`src/sv/lkv_pkg.sv`:
```
// ----------------------------------------------------------------------------
// lkv_pkg
// shared types and codes of the lru key/value cache
// ----------------------------------------------------------------------------
`default_nettype none

package lkv_pkg;

  localparam int unsigned KeyW  = 32;
  localparam int unsigned DataW = 32;
  localparam int unsigned CapW  = 5;

  // request codes
  localparam logic OpGet = 1'b0;
  localparam logic OpPut = 1'b1;

  // contents of one position of the recency stack
  typedef struct packed {
    logic             valid;
    logic [KeyW-1:0]  key;
    logic [DataW-1:0] value;
  } lkv_entry_t;

endpackage : lkv_pkg

`default_nettype wire

```
`src/sv/lkv_cell.sv`:
```
// ----------------------------------------------------------------------------
// lkv_cell
// one position of the recency stack: holds an entry, compares it against the
// incoming key and takes over its neighbour's entry on a shift
// ----------------------------------------------------------------------------
`default_nettype none

module lkv_cell
  import lkv_pkg::*;
(
  input  wire logic            clk_i,
  input  wire logic            rst_ni,
  input  wire logic            load_i,
  input  wire logic [KeyW-1:0] key_i,
  input  wire logic            shift_i,
  input  wire lkv_entry_t      prev_i,
  output lkv_entry_t           entry_o,
  output logic                 match_o
);

  logic       valid_q, valid_d;
  logic       match_q, match_d;
  lkv_entry_t entry_q, entry_d;

  always_comb begin
    valid_d = shift_i ? prev_i.valid : valid_q;
    match_d = load_i ? (valid_q && (entry_q.key == key_i)) : match_q;
    entry_d = shift_i ? prev_i : entry_q;
  end

  always_ff @(posedge clk_i or negedge rst_ni) begin
    if (!rst_ni) begin
      valid_q <= 1'b0;
      match_q <= 1'b0;
    end else begin
      valid_q <= valid_d;
      match_q <= match_d;
    end
  end

  // payload, no reset
  always_ff @(posedge clk_i) begin
    entry_q <= entry_d;
  end

  always_comb begin
    entry_o       = entry_q;
    entry_o.valid = valid_q;
    match_o       = match_q;
  end

endmodule : lkv_cell

`default_nettype wire

```
`src/sv/lru_key_value_cache.sv`:
```
// ----------------------------------------------------------------------------
// lru_key_value_cache
// fully associative key/value store kept as a recency stack of cells
// ----------------------------------------------------------------------------
//
//  channel  direction  handshake                 payload
//  -------  ---------  ------------------------  --------------------------
//  in       sink       in_valid_i / in_ready_o   opcode_i, key_i, value_i
//  out      source     out_valid_o / out_ready_i hit_o, data_o
//  cfg      sink       cfg_valid_i / cfg_ready_o cfg_capacity_i
//
//  on a request, in the accepting cycle every cell compares the key in
//  parallel and registers its match; then, while busy, the stack shifts by
//  one position up to the hit (or insert) position (a get miss leaves the
//  stack as it is) and a get result is loaded into the output register
//  this completion step holds while a get result cannot enter a full output
//  register; a put never waits on the output
//  reset empties the stack (cell valid flags cleared) and sets capacity to 16
//
`default_nettype none

module lru_key_value_cache
  import lkv_pkg::*;
#(
  parameter int unsigned MaxEntries = 16
) (
  input  wire logic             clk_i,
  input  wire logic             rst_ni,
  // request transactions
  input  wire logic             in_valid_i,
  output logic                  in_ready_o,
  input  wire logic             opcode_i,
  input  wire logic [KeyW-1:0]  key_i,
  input  wire logic [DataW-1:0] value_i,
  // result transactions
  output logic                  out_valid_o,
  input  wire logic             out_ready_i,
  output logic                  hit_o,
  output logic [DataW-1:0]      data_o,
  // capacity register
  input  wire logic             cfg_valid_i,
  output logic                  cfg_ready_o,
  input  wire logic [CapW-1:0]  cfg_capacity_i
);

  localparam int unsigned IdxW = (MaxEntries > 1) ? $clog2(MaxEntries) : 1;
  localparam int unsigned CntW = $clog2(MaxEntries + 1);

  // control state
  logic            busy_q, busy_d;
  logic [CntW-1:0] count_q, count_d;
  logic [CapW-1:0] capacity_q, capacity_d;
  logic            out_valid_q, out_valid_d;
  // registered request, payload only
  logic             op_q;
  logic [KeyW-1:0]  key_q;
  logic [DataW-1:0] value_q;
  logic             hit_q, hit_d;
  logic [DataW-1:0] data_q, data_d;

  logic       in_fire, finish;
  logic       any_hit, do_shift, full;
  logic [IdxW-1:0] hit_pos, ins_pos, shift_pos;
  logic [DataW-1:0] hit_value;
  logic [CntW-1:0]  cap_eff;
  lkv_entry_t       head_entry;

  lkv_entry_t            entries [MaxEntries];
  logic [MaxEntries-1:0] match;
  logic [MaxEntries-1:0] shift_en;

  assign in_ready_o  = !busy_q;
  assign in_fire     = in_valid_i && in_ready_o;
  assign cfg_ready_o = 1'b1;

  // the busy request completes unless a get result has nowhere to go
  assign finish = busy_q && !((op_q == OpGet) && out_valid_q && !out_ready_i);

  // effective capacity: zero counts as one, saturated at the stack depth
  always_comb begin
    if (capacity_q == '0) begin
      cap_eff = CntW'(1);
    end else if (32'(capacity_q) > 32'(MaxEntries)) begin
      cap_eff = CntW'(MaxEntries);
    end else begin
      cap_eff = CntW'(capacity_q);
    end
  end

  assign full = (32'(count_q) >= 32'(cap_eff));

  // hit position and value from the registered one-hot match vector
  always_comb begin
    any_hit   = |match;
    hit_pos   = '0;
    hit_value = '0;
    for (int p = 0; p < MaxEntries; p++) begin
      if (match[p]) begin
        hit_pos   = hit_pos | IdxW'(p);
        hit_value = hit_value | entries[p].value;
      end
    end
  end

  // new key goes in at the first free position, or replaces the least recent
  always_comb begin
    if (full) begin
      ins_pos = IdxW'(count_q - CntW'(1));
    end else begin
      ins_pos = IdxW'(count_q);
    end
  end

  assign shift_pos = any_hit ? hit_pos : ins_pos;
  assign do_shift  = finish && (any_hit || (op_q == OpPut));

  // entry that becomes most recent
  always_comb begin
    head_entry.valid = 1'b1;
    head_entry.key   = key_q;
    head_entry.value = (op_q == OpPut) ? value_q : hit_value;
  end

  // the stack: position 0 is the most recent
  for (genvar p = 0; p < MaxEntries; p++) begin : g_cell
    assign shift_en[p] = do_shift && (IdxW'(p) <= shift_pos);

    if (p == 0) begin : g_head
      lkv_cell u_cell (
        .clk_i   (clk_i),
        .rst_ni  (rst_ni),
        .load_i  (in_fire),
        .key_i   (key_i),
        .shift_i (shift_en[p]),
        .prev_i  (head_entry),
        .entry_o (entries[p]),
        .match_o (match[p])
      );
    end else begin : g_body
      lkv_cell u_cell (
        .clk_i   (clk_i),
        .rst_ni  (rst_ni),
        .load_i  (in_fire),
        .key_i   (key_i),
        .shift_i (shift_en[p]),
        .prev_i  (entries[p-1]),
        .entry_o (entries[p]),
        .match_o (match[p])
      );
    end
  end

  always_comb begin
    busy_d      = busy_q;
    count_d     = count_q;
    capacity_d  = capacity_q;
    out_valid_d = out_valid_q;
    hit_d       = hit_q;
    data_d      = data_q;

    if (cfg_valid_i && cfg_ready_o) begin
      capacity_d = cfg_capacity_i;
    end

    // output register drains independently of the stack
    if (out_valid_q && out_ready_i) begin
      out_valid_d = 1'b0;
    end

    if (in_fire) begin
      busy_d = 1'b1;
    end

    if (finish) begin
      busy_d = 1'b0;
      if (op_q == OpGet) begin
        out_valid_d = 1'b1;
        hit_d       = any_hit;
        data_d      = any_hit ? hit_value : '1;
      end else if (!any_hit && !full) begin
        count_d = count_q + CntW'(1);
      end
    end
  end

  always_ff @(posedge clk_i or negedge rst_ni) begin
    if (!rst_ni) begin
      busy_q      <= 1'b0;
      count_q     <= '0;
      capacity_q  <= CapW'(16);
      out_valid_q <= 1'b0;
    end else begin
      busy_q      <= busy_d;
      count_q     <= count_d;
      capacity_q  <= capacity_d;
      out_valid_q <= out_valid_d;
    end
  end

  // request and result payload, no reset
  always_ff @(posedge clk_i) begin
    if (in_fire) begin
      op_q    <= opcode_i;
      key_q   <= key_i;
      value_q <= value_i;
    end
    hit_q  <= hit_d;
    data_q <= data_d;
  end

  assign out_valid_o = out_valid_q;
  assign hit_o       = hit_q;
  assign data_o      = data_q;

endmodule : lru_key_value_cache

`default_nettype wire

```
`config.mk`:
```
export PLATFORM = sky130hd
export DESIGN_NAME = lru_key_value_cache
export DESIGN_NICKNAME = d
export VERILOG_FILES = /design/src/sv/lkv_pkg.sv /design/src/sv/lkv_cell.sv /design/src/sv/lru_key_value_cache.sv
export SDC_FILE = /design/constraint.sdc
export NUM_CORES = 1
export LEC_CHECK = 0
export ABC_CLOCK_PERIOD_IN_PS = 6450
export BUFFER_PORTS_ARGS = -buffer_cell sky130_fd_sc_hd__clkbuf_2
export CORE_MARGIN = 3
export CORE_UTILIZATION = 55
export CTS_BUF_LIST = sky130_fd_sc_hd__clkbuf_8
export DETAILED_ROUTE_END_ITERATION = 16
export GPL_ROUTABILITY_DRIVEN = 0
export PLACE_DENSITY = 0.72
export SYNTH_ARGS = -nofsm -noshare
export SYNTH_HDL_FRONTEND = slang
export SYNTH_SLANG_ARGS = --single-unit
```
`constraint.sdc`:
```
create_clock -name clk_i -period 6.45 [get_ports clk_i]
set_input_delay 0.3225 -clock clk_i [delete_from_list [all_inputs] [get_ports clk_i]]
set_output_delay 0.3225 -clock clk_i [all_outputs]
set_load 0.01 [all_outputs]
```
======== Word level (Yosys, flattened, before mapping) ========
Index checks and enable logic that the tools add are counted.
W data, S select, Z words.
storage, ports and cells
  bits in registers ....................... 1,166
  output and inout port bits .............. 36
  input bits .............................. 75
operators by class
  mux-type cells .......................... 41
  reductions and logical operators ........ 50
  bitwise operators ....................... 16
  $add $sub $neg .......................... 2
  equality and inequality tests ........... 16
  magnitude comparators ................... 18
operators by type and width
  cell                   count
  $mux W32               17
  $eq A32 B32 Y1         16
  $or A32 B32 Y32        15
  $mux W4                10
  $logic_and A1 B1 Y1    39
  $le A4 B4 Y1 const A   8
  $le A3 B4 Y1 const A   4
  $reduce_or A16 Y1      1
  $mux W3                4
  $mux W5                2
  $le A1 B4 Y1 const A   2
  $le A2 B4 Y1 const A   2
  $mux W1                6
  $add A5 B1 Y5 const B  1
  $ge A5 B5 Y1           1
  $gt A5 B5 Y1 const B   1
  $logic_not A1 Y1       5
  $logic_not A5 Y1       1
  $mux W2                2
  $sub A4 B1 Y4 const B  1
  $reduce_and A3 Y1      1
  $reduce_and A2 Y1      1
  $reduce_bool A2 Y1     1
  $logic_or A1 B1 Y1     1
  $not A1 Y1             1

======== Logic depth before layout (Yosys ltp) ========
Gate-level depths: netlist (run 1).
  depth after elaboration ................. 32
  gate-level depth with buffers ........... 12

======== Cells and area by module ========
A second synthesis (run 1) with hierarchy kept.
second synthesis, totals
  cells, all modules ...................... 2,555
  area, all modules ....................... 45,090.7 sq um
modules (own cells, without submodules)
  module               instances  cells each  area each (sq um)
  lkv_cell             16         113         2,356.0
  lru_key_value_cache  1          747         7,394.6

======== Worst setup path before layout (run 1) ========
No wires, ideal clock.
  path kind ............................... register to register
  start point ............................. register capacity_q[1]
  end point ............................... register g_cell[4].g_body.u_cell.valid_q
  arrival time ............................ 5.079 ns
  stages on the path, launching flop included .. 12
  slack ................................... 1.293 ns
  required time ........................... 6.373 ns
  path through ............................ dfrtp_1 > nor3_1 > nor2_1 > nor2_1 > ha_1 > nand2b_1 > a31o_2 > a21o_1 > a211oi_2 > nor3_4 > nor2_1 > mux2_4
between the ends
  longest elaborated chain between the ends .. 8
  elaborated cells on any way between the ends .. 9
  those cells by class .................... order compare: 3; mux: 4; reduce/logical: 2
RTL lines
  item                                 RTL line                    source
  start: declaration                   lru_key_value_cache.sv:52   logic [CapW-1:0] capacity_q, capacity_d;
  start signal: assignment             lru_key_value_cache.sv:190  capacity_q <= CapW'(16);
  start signal: assignment             lru_key_value_cache.sv:195  capacity_q <= capacity_d;
  $gt A5 B5 Y1                         lru_key_value_cache.sv:83   end else if (32'(capacity_q) > 32'(MaxEntries)) begin
  $mux W5                              lru_key_value_cache.sv:83
  $mux W5 (*)                          lru_key_value_cache.sv:81   if (capacity_q == '0) begin
  $ge A5 B5 Y1 (*)                     lru_key_value_cache.sv:90   assign full = (32'(count_q) >= 32'(cap_eff));
  $mux W4 (*)                          lru_key_value_cache.sv:107  if (full) begin
  $mux W4 (*)                          lru_key_value_cache.sv:114  assign shift_pos = any_hit ? hit_pos : ins_pos;
  $le A3 B4 Y1 (*)                     lru_key_value_cache.sv:126  assign shift_en[p] = do_shift && (IdxW'(p) <= shift_pos);
  $logic_and A1 B1 Y1 (*)              lru_key_value_cache.sv:126
  via g_cell[4].g_body.u_cell.shift_i  lkv_cell.sv:15              input wire logic shift_i,
  end signal: assignment               lkv_cell.sv:36              valid_q <= valid_d;
  end: declaration                     lkv_cell.sv:21              logic valid_q, valid_d;
Mark *: on every way through the listed nets, which the timed path passes. The rest lies on a longest branch.
A chain may end at the register's enable or synchronous reset.

======== Worst setup path after layout (run 1) ========
  start point ............................. register g_cell[10].g_body.u_cell.match_q
  end point ............................... register g_cell[13].g_body.u_cell.entry_q (netlist bit g_cell[13].g_body.u_cell.entry_o[15]) (enable)
between the ends
  longest elaborated chain between the ends .. 9
  elaborated cells on any way between the ends .. 12
  those cells by class .................... order compare: 1; mux: 7; reduce/logical: 4
RTL lines
  item                                  RTL line                    source
  start: declaration                    lkv_cell.sv:22              logic match_q, match_d;
  start signal: assignment              lkv_cell.sv:37              match_q <= match_d;
  $mux W4 (6 in series)                 lru_key_value_cache.sv:98   if (match[p]) begin
  $mux W4                               lru_key_value_cache.sv:114
  $le A4 B4 Y1                          lru_key_value_cache.sv:126
  $logic_and A1 B1 Y1 (*)               lru_key_value_cache.sv:126
  via g_cell[13].g_body.u_cell.shift_i  lkv_cell.sv:15
  end signal: assignment                lkv_cell.sv:43              entry_q <= entry_d;
  end: declaration                      lkv_cell.sv:23              lkv_entry_t entry_q, entry_d;
Marked as above.

==> results of run 1 <==
==> Yosys cell counts, types with 2 or more instances <==
master    count
clkbuf_1     86
nor4_4        5
nor3_1       19
a21o_1        2
edfxtp_1   1122
buf_6         2
inv_1         9
buf_1        33
mux2_2        5
mux2_1       10
nand2_1      45
ha_1          7
o211ai_2      2
a221oi_1     64
nor2_1       73
mux2_4        4
a21oi_2       5
o21ai_2       3
nor3_2        3
and3_1        3
dfrtp_1      43
nand3_1      68
a22o_1       80
buf_2        22
nand4_1      66
a22oi_1     128
a31oi_1       3
o21ai_0       4
xor2_1      368
xnor2_1     149
nand2b_1      3
a21oi_1      34
or3_1         2
nor4_1       97
o21ai_1       2
==> worst max path at each step <==
stage | from | depth (start not counted) | endpoint | slack [ps]
after floorplan | capacity_q[1] | 11 | g_cell[4].g_body.u_cell.valid_q | 1290
after global placement | g_cell[10].g_body.u_cell.match_o | 6 | g_cell[13].g_body.u_cell.entry_o[20] | 1690
after detailed placement | g_cell[10].g_body.u_cell.match_o | 6 | g_cell[13].g_body.u_cell.entry_o[20] | 1520
after CTS | g_cell[10].g_body.u_cell.match_o | 6 | g_cell[13].g_body.u_cell.entry_o[9] | 1480
after global routing | g_cell[10].g_body.u_cell.match_o | 6 | g_cell[13].g_body.u_cell.entry_o[7] | 1180
final | g_cell[10].g_body.u_cell.match_o | 6 | g_cell[13].g_body.u_cell.entry_o[15] | 1290
==> cell families (layout without fill, tap and decap cells) <==
logic type | count (synthesis) | in the layout | synth area share
AND/OR/NAND/NOR | 389 | 389 | 0.04747
adder cells (fa/ha/maj) | 7 | 7 | 0.001942
other | 1 | 2 | 0.00008315
flip-flops | 1166 | 1166 | 0.7715
multiplexers | 19 | 19 | 0.005077
buffers and inverters | 155 | 545 | 0.01393
XOR/XNOR | 517 | 517 | 0.1004
AO/OA/AOI/OAI | 337 | 337 | 0.05962
==> cell type report <==
| cell class | count | area [sq um] | area share |
|---|---|---|---|
| diodes | 1 | 2.502 | 0.00004922 |
| clock buffers | 185 | 2546 | 0.05009 |
| clock inverters | 137 | 807.0 | 0.01587 |
| inverters | 11 | 45.04 | 0.0008860 |
| multi-input cells | 1270 | 9786 | 0.1925 |
| flip-flops and latches | 1166 | 34810 | 0.6848 |
| well taps | 1060 | 1326 | 0.02609 |
| repair buffers | 212 | 1511 | 0.02973 |
==> worst max-delay path: stages, from the launching register on <==
cell,delay [ps]
dfrtp_2,790
nor4_4,580
nand4_4,840
a41oi_2,680
o21ai_4,300
nor3_4,1240
buf_4,370
==> metal layers <==
metal / wire length (microns) / up-vias / part of all wire
met5: 0 / - / 0
met4: 4042 / 0 / 0.036
met3: 11190 / 303 / 0.10
met2: 53100 / 1652 / 0.48
met1: 43010 / 12573 / 0.39
li1: - / 10586 / -
==> state kept, by name, summed over array words and instances (netlist names), 5 cells and up <==
name,count
g_cell.g_head.u_cell.entry_o,64
data_o,32
capacity_q,5
key_q,32
value_q,32
count_q,5
g_cell.g_body.u_cell.match_o,15
g_cell.g_body.u_cell.entry_o,960
g_cell.g_body.u_cell.valid_q,15
==> power by group through the flow <==
stage | Sequential [mW] | Clock (mW) | Combinational, mW
global placement | 12.2 | 0 | 2.82
detailed placement | 12.3 | 0 | 2.92
global route | 12.3 | 6.17 | 3.18
floorplan | 11.9 | 0 | 1.86
CTS | 12.1 | 5.82 | 2.96
finish | 12.2 | 5.75 | 2.99
==> per-stage QoR <==
stage	hold slack (ps)	total power [mW]	std cells
floorplan	26.91	13.76	2591
global placement	400.8	15.03	3667
detailed placement	404.5	15.20	3667
CTS	49.61	20.93	4041
global route	73.28	21.68	4042
finish	120.3	20.91	4042
==> results, run 1 <==
- The flow ran to the end, and the final reports show no timing, DRC or antenna violations.
- After synthesis the cells add up to 45100 sq um.
- Counting the fill cells in the layout gives 5648.
- The path class of the lowest-slack min-delay path is in -> reg.
- The internal power of the cells totals 14.75 mW.
- The number of levels in the clock H-tree is 4.
- The share of the Yosys chip area taken by registers is 0.7715.
- Synthesis produced 2591 cells.
- Setup violations remaining at the end of the flow were counted as 0.
- Across the VDD grid, the largest voltage drop is 0.3026 mV.
- For met1 alone, demand over resource in global routing was 0.3520.
- Timing analysis after detailed placement gives a worst setup slack of 1518 ps.
- The setup skew after layout is 41.53 ps.
- The starting density of the core is 0.5572.
- The combined global-route utilization of all metal layers is 0.2612.
- The number of nets produced by synthesis is 2673.
- Of the total power, registers draw 0.582.
- Counting cells, the worst reg-to-reg path comes to 6.
- The leading cell type in the layout, fill and taps excluded is edfxtp_1.
- The combinational power share is 0.143.
- The remaining global-route overflow is 0.
- The cell area after placement is 46960 sq um.
- No sink is reached through more buffers than the 3 on the longest clock path.
- Dividing the final minimum period by the clock period gives 0.7999.
- Summing over every cut layer, the via total after detailed routing is 25.11k.
- The routed wire length is 111300 microns.
- The number of top-level pins is 111.
- The worst hold path cell count is 2.
- The library cell occupying the most area in the post-synthesis netlist is edfxtp_1.
- A synthesized cell averages 17.41 sq um.
- The number of placement rows is 104.
- The detailed router finished its first iteration with 3286 violations.
- After synthesis the netlist holds a flip-flop and latch count of 1166.
- The top-area cell type share of the netlist area is 0.7470.
- The area overhead of the layout relative to synthesis is 12.72%.
- The power dissipated by switching net loads is 6.162 mW.
- Once detail routing completed, the nets flagged for antenna violations numbered 0.
- At the later pin of the worst-skew pair, clock insertion delay measures 840 ps.
- The worst-case register-to-register setup slack is 1290 ps.
- The library cells used most frequently in the layout, excluding fill and tap cells, are edfxtp_1 (1122), xor2_1 (368), clkbuf_8 (185), xnor2_1 (149), a22oi_1 (128).
- For this run, the detailed router's first-pass iteration total came to 6.
- In this run the most critical hold path is launched from key_i[3].
- The number of global-route vias before repair is 26.02k.
- The die covers 85470 sq um.
- The final count of hold timing violations is 0.
- In the final layout, the share of cells above drive strength 1 is 0.1479.
- The initial antenna violation count is 2.
- Max-cap violations in this run came to 0.
- Sorting the synthesized cells by area gives the leading types as edfxtp_1 (75%), xor2_1 (7.1%), xnor2_1 (2.9%), dfrtp_1 (2.4%), a22oi_1 (2.1%).
- The category of the most critical setup path is reg -> reg.
- After detailed routing, the number of vias per cell comes to 6.213.
- The finished cells cover 50840 sq um.
- The number of port buffers is 109.
- The worst hold path terminates at key_q[3].
- Setup repair after global routing left no endpoint under its margin.
- Once layout is complete, the utilization of the core stands at 0.6281.
- The slew at the pin closest to its max-slew limit is 1468 ps.
- The leakage dissipation is 16.98 nW.
- The maximum number of pins on one net before global-route repair is 66.
- The routed wire length per instance is 27.55 microns.
- The routing layer with the top usage in global route is met2.
- Post-CTS timing repair inserted 0 buffers for setup.
- The max-slew violation count is 0.
- The met2 capacity usage during global routing is 0.4210.
- Hold repair after CTS inserted 52 buffers.
- Adding up every negative setup slack in the final design gives 0 ps.
- The achievable frequency is 0.1938 GHz.
- The total power divided by cell area is 411.3 nW/um^2.
- The endpoint kind of the worst setup timing path is a flip-flop.
- STA classifies the critical path startpoint as a flip-flop.
- The net count of the finished layout is 2921.
- The fraction of registers with async set or reset after synthesis is 0.03774.
- At the worst endpoint, the required time is 6940 ps.
- In the global route stage, met3 resource usage came out at 0.05800.
- The main flop type after synthesis is edfxtp_1.
- STA puts the critical path data arrival time at 5650 ps.
- Yosys printed 0 warnings.
- The first global-routing pass estimated 164400 microns of wire.
- The clock period minus worst slack is 5159 ps.
- For this run, design rule violations remaining after detail routing come to 0.
- Clock tree synthesis selected as its root buffer the cell clkbuf_8.
- In this run the horizontal extent of the chip is 292.4 microns.
- The relative contribution of the clock network to total power is 0.275.
- The maximum fanout count along the critical path is 41.
- Counting flops with a built-in enable in the synthesized netlist gives 1122.
- Once detailed placement completed, the half-perimeter wirelength came to 71420 microns.
- In the post-route analysis, the smallest setup slack over all paths is 1291 ps.
- The worst register-to-register path ends at g_cell[13].g_body.u_cell.entry_o[15].
- TritonCTS created 178 clock buffers.
- The core region area is 80940 sq um.
- In this run, post-CTS repair resized a total of 0 instances.
- Measured along the y axis, the die boundary spans 292.4 microns.
- Counting every sink on the clock net gives 1166.
- The switching part of the total is 0.2947.
- The count of distinct cell types in the synthesized netlist is 55.
- The reg-to-reg startpoint is g_cell[10].g_body.u_cell.match_o.
- Measured against its own limit, the worst slew margin works out to 0.01817.
- After clock tree synthesis, the clock-pin slew on the worst setup and hold paths is 60 ps.
- The clock tree from TritonCTS is built.
Note: power is estimated with default switching activity, not from simulation.
==> inputs of run 2 (changes only) <==
- ABC_AREA: unset -> 1
- ABC_CLOCK_PERIOD_IN_PS: 6450 -> 4600
- PLACE_DENSITY: 0.72 -> 0.74
- clock period: 6.45 -> 4.6 ns (I/O delays scaled with it)
==> run 2 against run 1 <==
Compared with the run above: clock-buffer cell count shrank 6; non-clock buffer count increased by 7; fmax grew 33%; sequential power increased by 45%.
==> results, run 2 <==
- Across every metal layer, demand over resource in global routing totals 0.2642.
- For this design the top-level I/O count stands at 111.
- Summed over all failing endpoints, the final setup total negative slack is 0 ps.
- For this block, the routed nets add up to 114900 microns of wire.
- The H-tree was split into 4 levels.
- Timing would allow up to 0.2581 GHz.
- Row generation in the floorplan step produced 105 rows.
- After synthesis, the cell types taking the most area are edfxtp_1 (73%), nand2_1 (5.2%), xor2_1 (4.0%), xnor2_1 (3.0%), dfrtp_1 (2.3%).
- In the global route stage, met2 resource usage came out at 0.3994.
- The worst setup path is launched from a flip-flop.
- The floorplan step set the die height to 296.5 microns.
- Once detailed placement completed, the half-perimeter wirelength came to 72380 microns.
- Along the worst path, the maximum fanout reaches 45.
- The total area of sequential cells is 34790 sq um.
- Yosys mapped a number of flops with a built-in enable equal to 1122.
- The average via count per standard cell is 5.841.
- Setup repair after global routing left no endpoint under its margin.
- The worst hold path cell count is 2.
- Hold repair after CTS inserted 67 buffers.
- The number of nets handed over by synthesis was 3347.
- The slew at the pin closest to its max-slew limit is 1219 ps.
- The global routing met3 resource utilization is 0.06189.
- The remaining global-route overflow is 0.
- The horizontal die dimension is 296.5 microns.
- The share of synthesized area in the top cell type comes to 0.7260.
- The biggest area contributor in the post-synthesis netlist is edfxtp_1.
- The clock tree from TritonCTS is built.
- The number of gates resized after CTS was 0.
- For this run, global-route usage on met1 was measured as 0.3810.
- The data required time of the critical path is 5060 ps.
- The number of buffers between clock root and the deepest sink is 3.
- The critical path is of the reg -> reg type.
- The count of mapped cells out of synthesis is 3265.
- The flow ran to the end, and the final reports show no timing, DRC or antenna violations.
- The arrival time reported for the critical path endpoint is 4340 ps.
- The setup-violating endpoint count in the final report is 0.
- The starting density of the core is 0.5607.
- The worst hold path terminates at value_q[3].
- Setup slack closes at 726.0 ps.
- For this design the static power due to leakage is 18.15 nW.
- The total area of multi-input combinational cells is 10570 sq um.
- Dividing the synthesized area by the synthesized cell count gives 14.21 sq um.
- CTS saw 1166 sinks.
- Entering global routing, the biggest net connects 69 pins.
- The root buffer selected by CTS is clkbuf_8.
- The final count of hold timing violations is 0.
- The initial antenna violation count is 4.
- The register with the most flip-flops in the layout has 960 of them.
- The maximum VDD drop is 0.5251 mV.
- Measured in cells, the most critical reg-to-reg path has a length of 18.
- Among all flip-flop cells after synthesis, the most frequent one is edfxtp_1.
- The register clock-pin slew on the reported worst setup and hold paths is 60 ps.
- The path class of the tightest hold or removal check is in -> reg.
- Input and output buffers added on the ports amount to 109.
- The library cells used most frequently in the layout, excluding fill and tap cells, are edfxtp_1 (1122), nand2_1 (633), xor2_1 (214), clkbuf_8 (179), xnor2_1 (160).
- Counting flops and latches in the post-synthesis netlist gives 1166.
- The total via count in the routed design is 27.69k.
- Dividing the final minimum period by the clock period gives 0.8422.
- The core region is 82770 sq um.
- The most instantiated library cell after synthesis is edfxtp_1.
- The pre-CTS setup slack is 746.6 ps.
- For this run, the number of Yosys warnings is 0.
- Power spread over the standard cell area amounts to 586.0 nW/um^2.
- The die covers 87900 sq um.
- The setup skew after layout is 48.79 ps.
- The detail route stage leaves a number of antenna-violating nets equal to 0.
- The routed wire length per instance is 24.24 microns.
- The area overhead of the layout relative to synthesis is 12.22%.
- The worst setup path is captured at a flip-flop.
- In the final layout, the share of cells above drive strength 1 is 0.1396.
- For this run, design rule violations remaining after detail routing come to 0.
- For flop-to-flop paths, the worst setup slack is 730 ps.
- The worst flop-to-flop path endpoint is g_cell[9].g_body.u_cell.entry_o[15].
- The number of post-CTS setup repair buffers is 0.
- The number of global-route vias before repair is 27.60k.
- Across the run, the number of max-cap violations was 0.
- The clock period minus worst slack is 3874 ps.
- The worst hold path begins at value_i[3].
- The CTS buffer count is 177.
- The clock insertion delay at the later pin of the skew report is 880 ps.
- The first global-routing pass estimated 170000 microns of wire.
- The net count of the finished layout is 3606.
- The reg-to-reg startpoint is capacity_q[3].
- The first-pass iteration count of the detailed router is 6.
- The number of different library cells used by synthesis comes to 46.
- The worst slew margin relative to its limit is 0.1797.
- The post-synthesis instance area is 46410 sq um.
- The number of DRC markers after the initial detailed-route iteration is 3383.
- Of all flip-flops after synthesis, the portion carrying an async set or reset was 0.03774.
- For this run, the register share of the synthesized area comes to 0.7498.
- The max-slew violation count is 0.
- The number of fill cells in the layout is 5883.
- The leading cell type in the layout, fill and taps excluded is edfxtp_1.
- The commonest cells after synthesis are edfxtp_1 (1122), nand2_1 (639), xor2_1 (214).
- The global routing stage identified its most utilized layer as met2.
-- run 2: cell count changes in the layout (fill, tap and decap cells not counted), sizes merged, moves of 25 or more --
cell,delta
nand2,+603
xor2,-154
a22oi,-128
inv,+96
or2,+93
nor2,+84
nor4,-69
nand4,+55
o21ai,+53
nand3,+50
nor3,+38
a22o,-25
-- run 2: through the flow --
| stage | total power [mW] | hold WS (ps) | cell area [sq um] | util | std cells |
|---|---|---|---|---|---|
| final | 30.52 | 92.00 | 52080 | 0.6292 | 4740 |
| after global routing | 31.74 | 48.26 | 52080 | 0.6292 | 4740 |
| after CTS | 30.55 | 1.907 | 52070 | 0.6292 | 4738 |
| after detailed placement | 22.58 | 369.5 | 48140 | 0.5816 | 4348 |
| after global placement | 22.36 | 363.7 | 48140 | 0.5816 | 4348 |
| after floorplan | 20.31 | -65.59 | 46440 | - | 3265 |
-- run 2: critical path, cell delays in order, from the launching register on --
cell and delay (ps):
dfrtp_1 390, inv_1 90, nand4_1 130, nand2_1 120, nand2_1 80, ha_1 280, nand2_1 90, inv_1 40
nand2_1 190, nand3_2 200, nand2_1 100, nand3_1 80, nand2_2 140, nand2_4 150, inv_4 90, buf_4 540
nand2_1 180, clkinv_2 80, buf_4 480
-- run 2: cells by family after synthesis --
| group | synth area share |
|---|---|
| AOI/OAI and AO/OA | 0.03284 |
| other | 0.00008081 |
| buffers and inverters | 0.02359 |
| DFF | 0.7498 |
| and+or+nand+nor | 0.1212 |
| xor gates and xnor gates | 0.07059 |
| adders and majority gates | 0.001887 |
-- run 2: cell type report --
class,instances,share of cell area
timing repair buffer,219,0.03099
clock buffer,179,0.04731
antenna,2,0.00009610
tap,1070,0.02571
inverter,124,0.009442
multi-input combinational,1836,0.2029
sequential,1166,0.6681
clock inverter,144,0.01542
-- run 2: how the worst max path moves through the flow --
stage	slack (ps)	to	startpoint
4_1_cts	720	g_cell[9].g_body.u_cell.entry_o[15]	capacity_q[3]
3_5_place_dp	750	g_cell[9].g_body.u_cell.entry_o[25]	capacity_q[3]
6_report	730	g_cell[9].g_body.u_cell.entry_o[15]	capacity_q[3]
5_1_grt	390	g_cell[9].g_body.u_cell.entry_o[15]	capacity_q[3]
3_3_place_gp	820	g_cell[9].g_body.u_cell.entry_o[0]	capacity_q[3]
2_1_floorplan	7	g_cell[7].g_body.u_cell.entry_o[0]	g_cell[4].g_body.u_cell.match_o
-- run 2: report_power, final --
| group | internal (mW) | switching, mW |
|---|---|---|
| Clock | 3.90 | 4.05 |
| Combinational | 1.22 | 3.61 |
| Sequential | 16.0 | 1.71 |
-- run 2: routing by layer --
layer / vias to the layer above / routed length (microns)
met5: - / 24
li1: 12261 / -
met3: 225 / 13060
met2: 1614 / 51970
met4: 4 / 3273
met1: 13584 / 46570
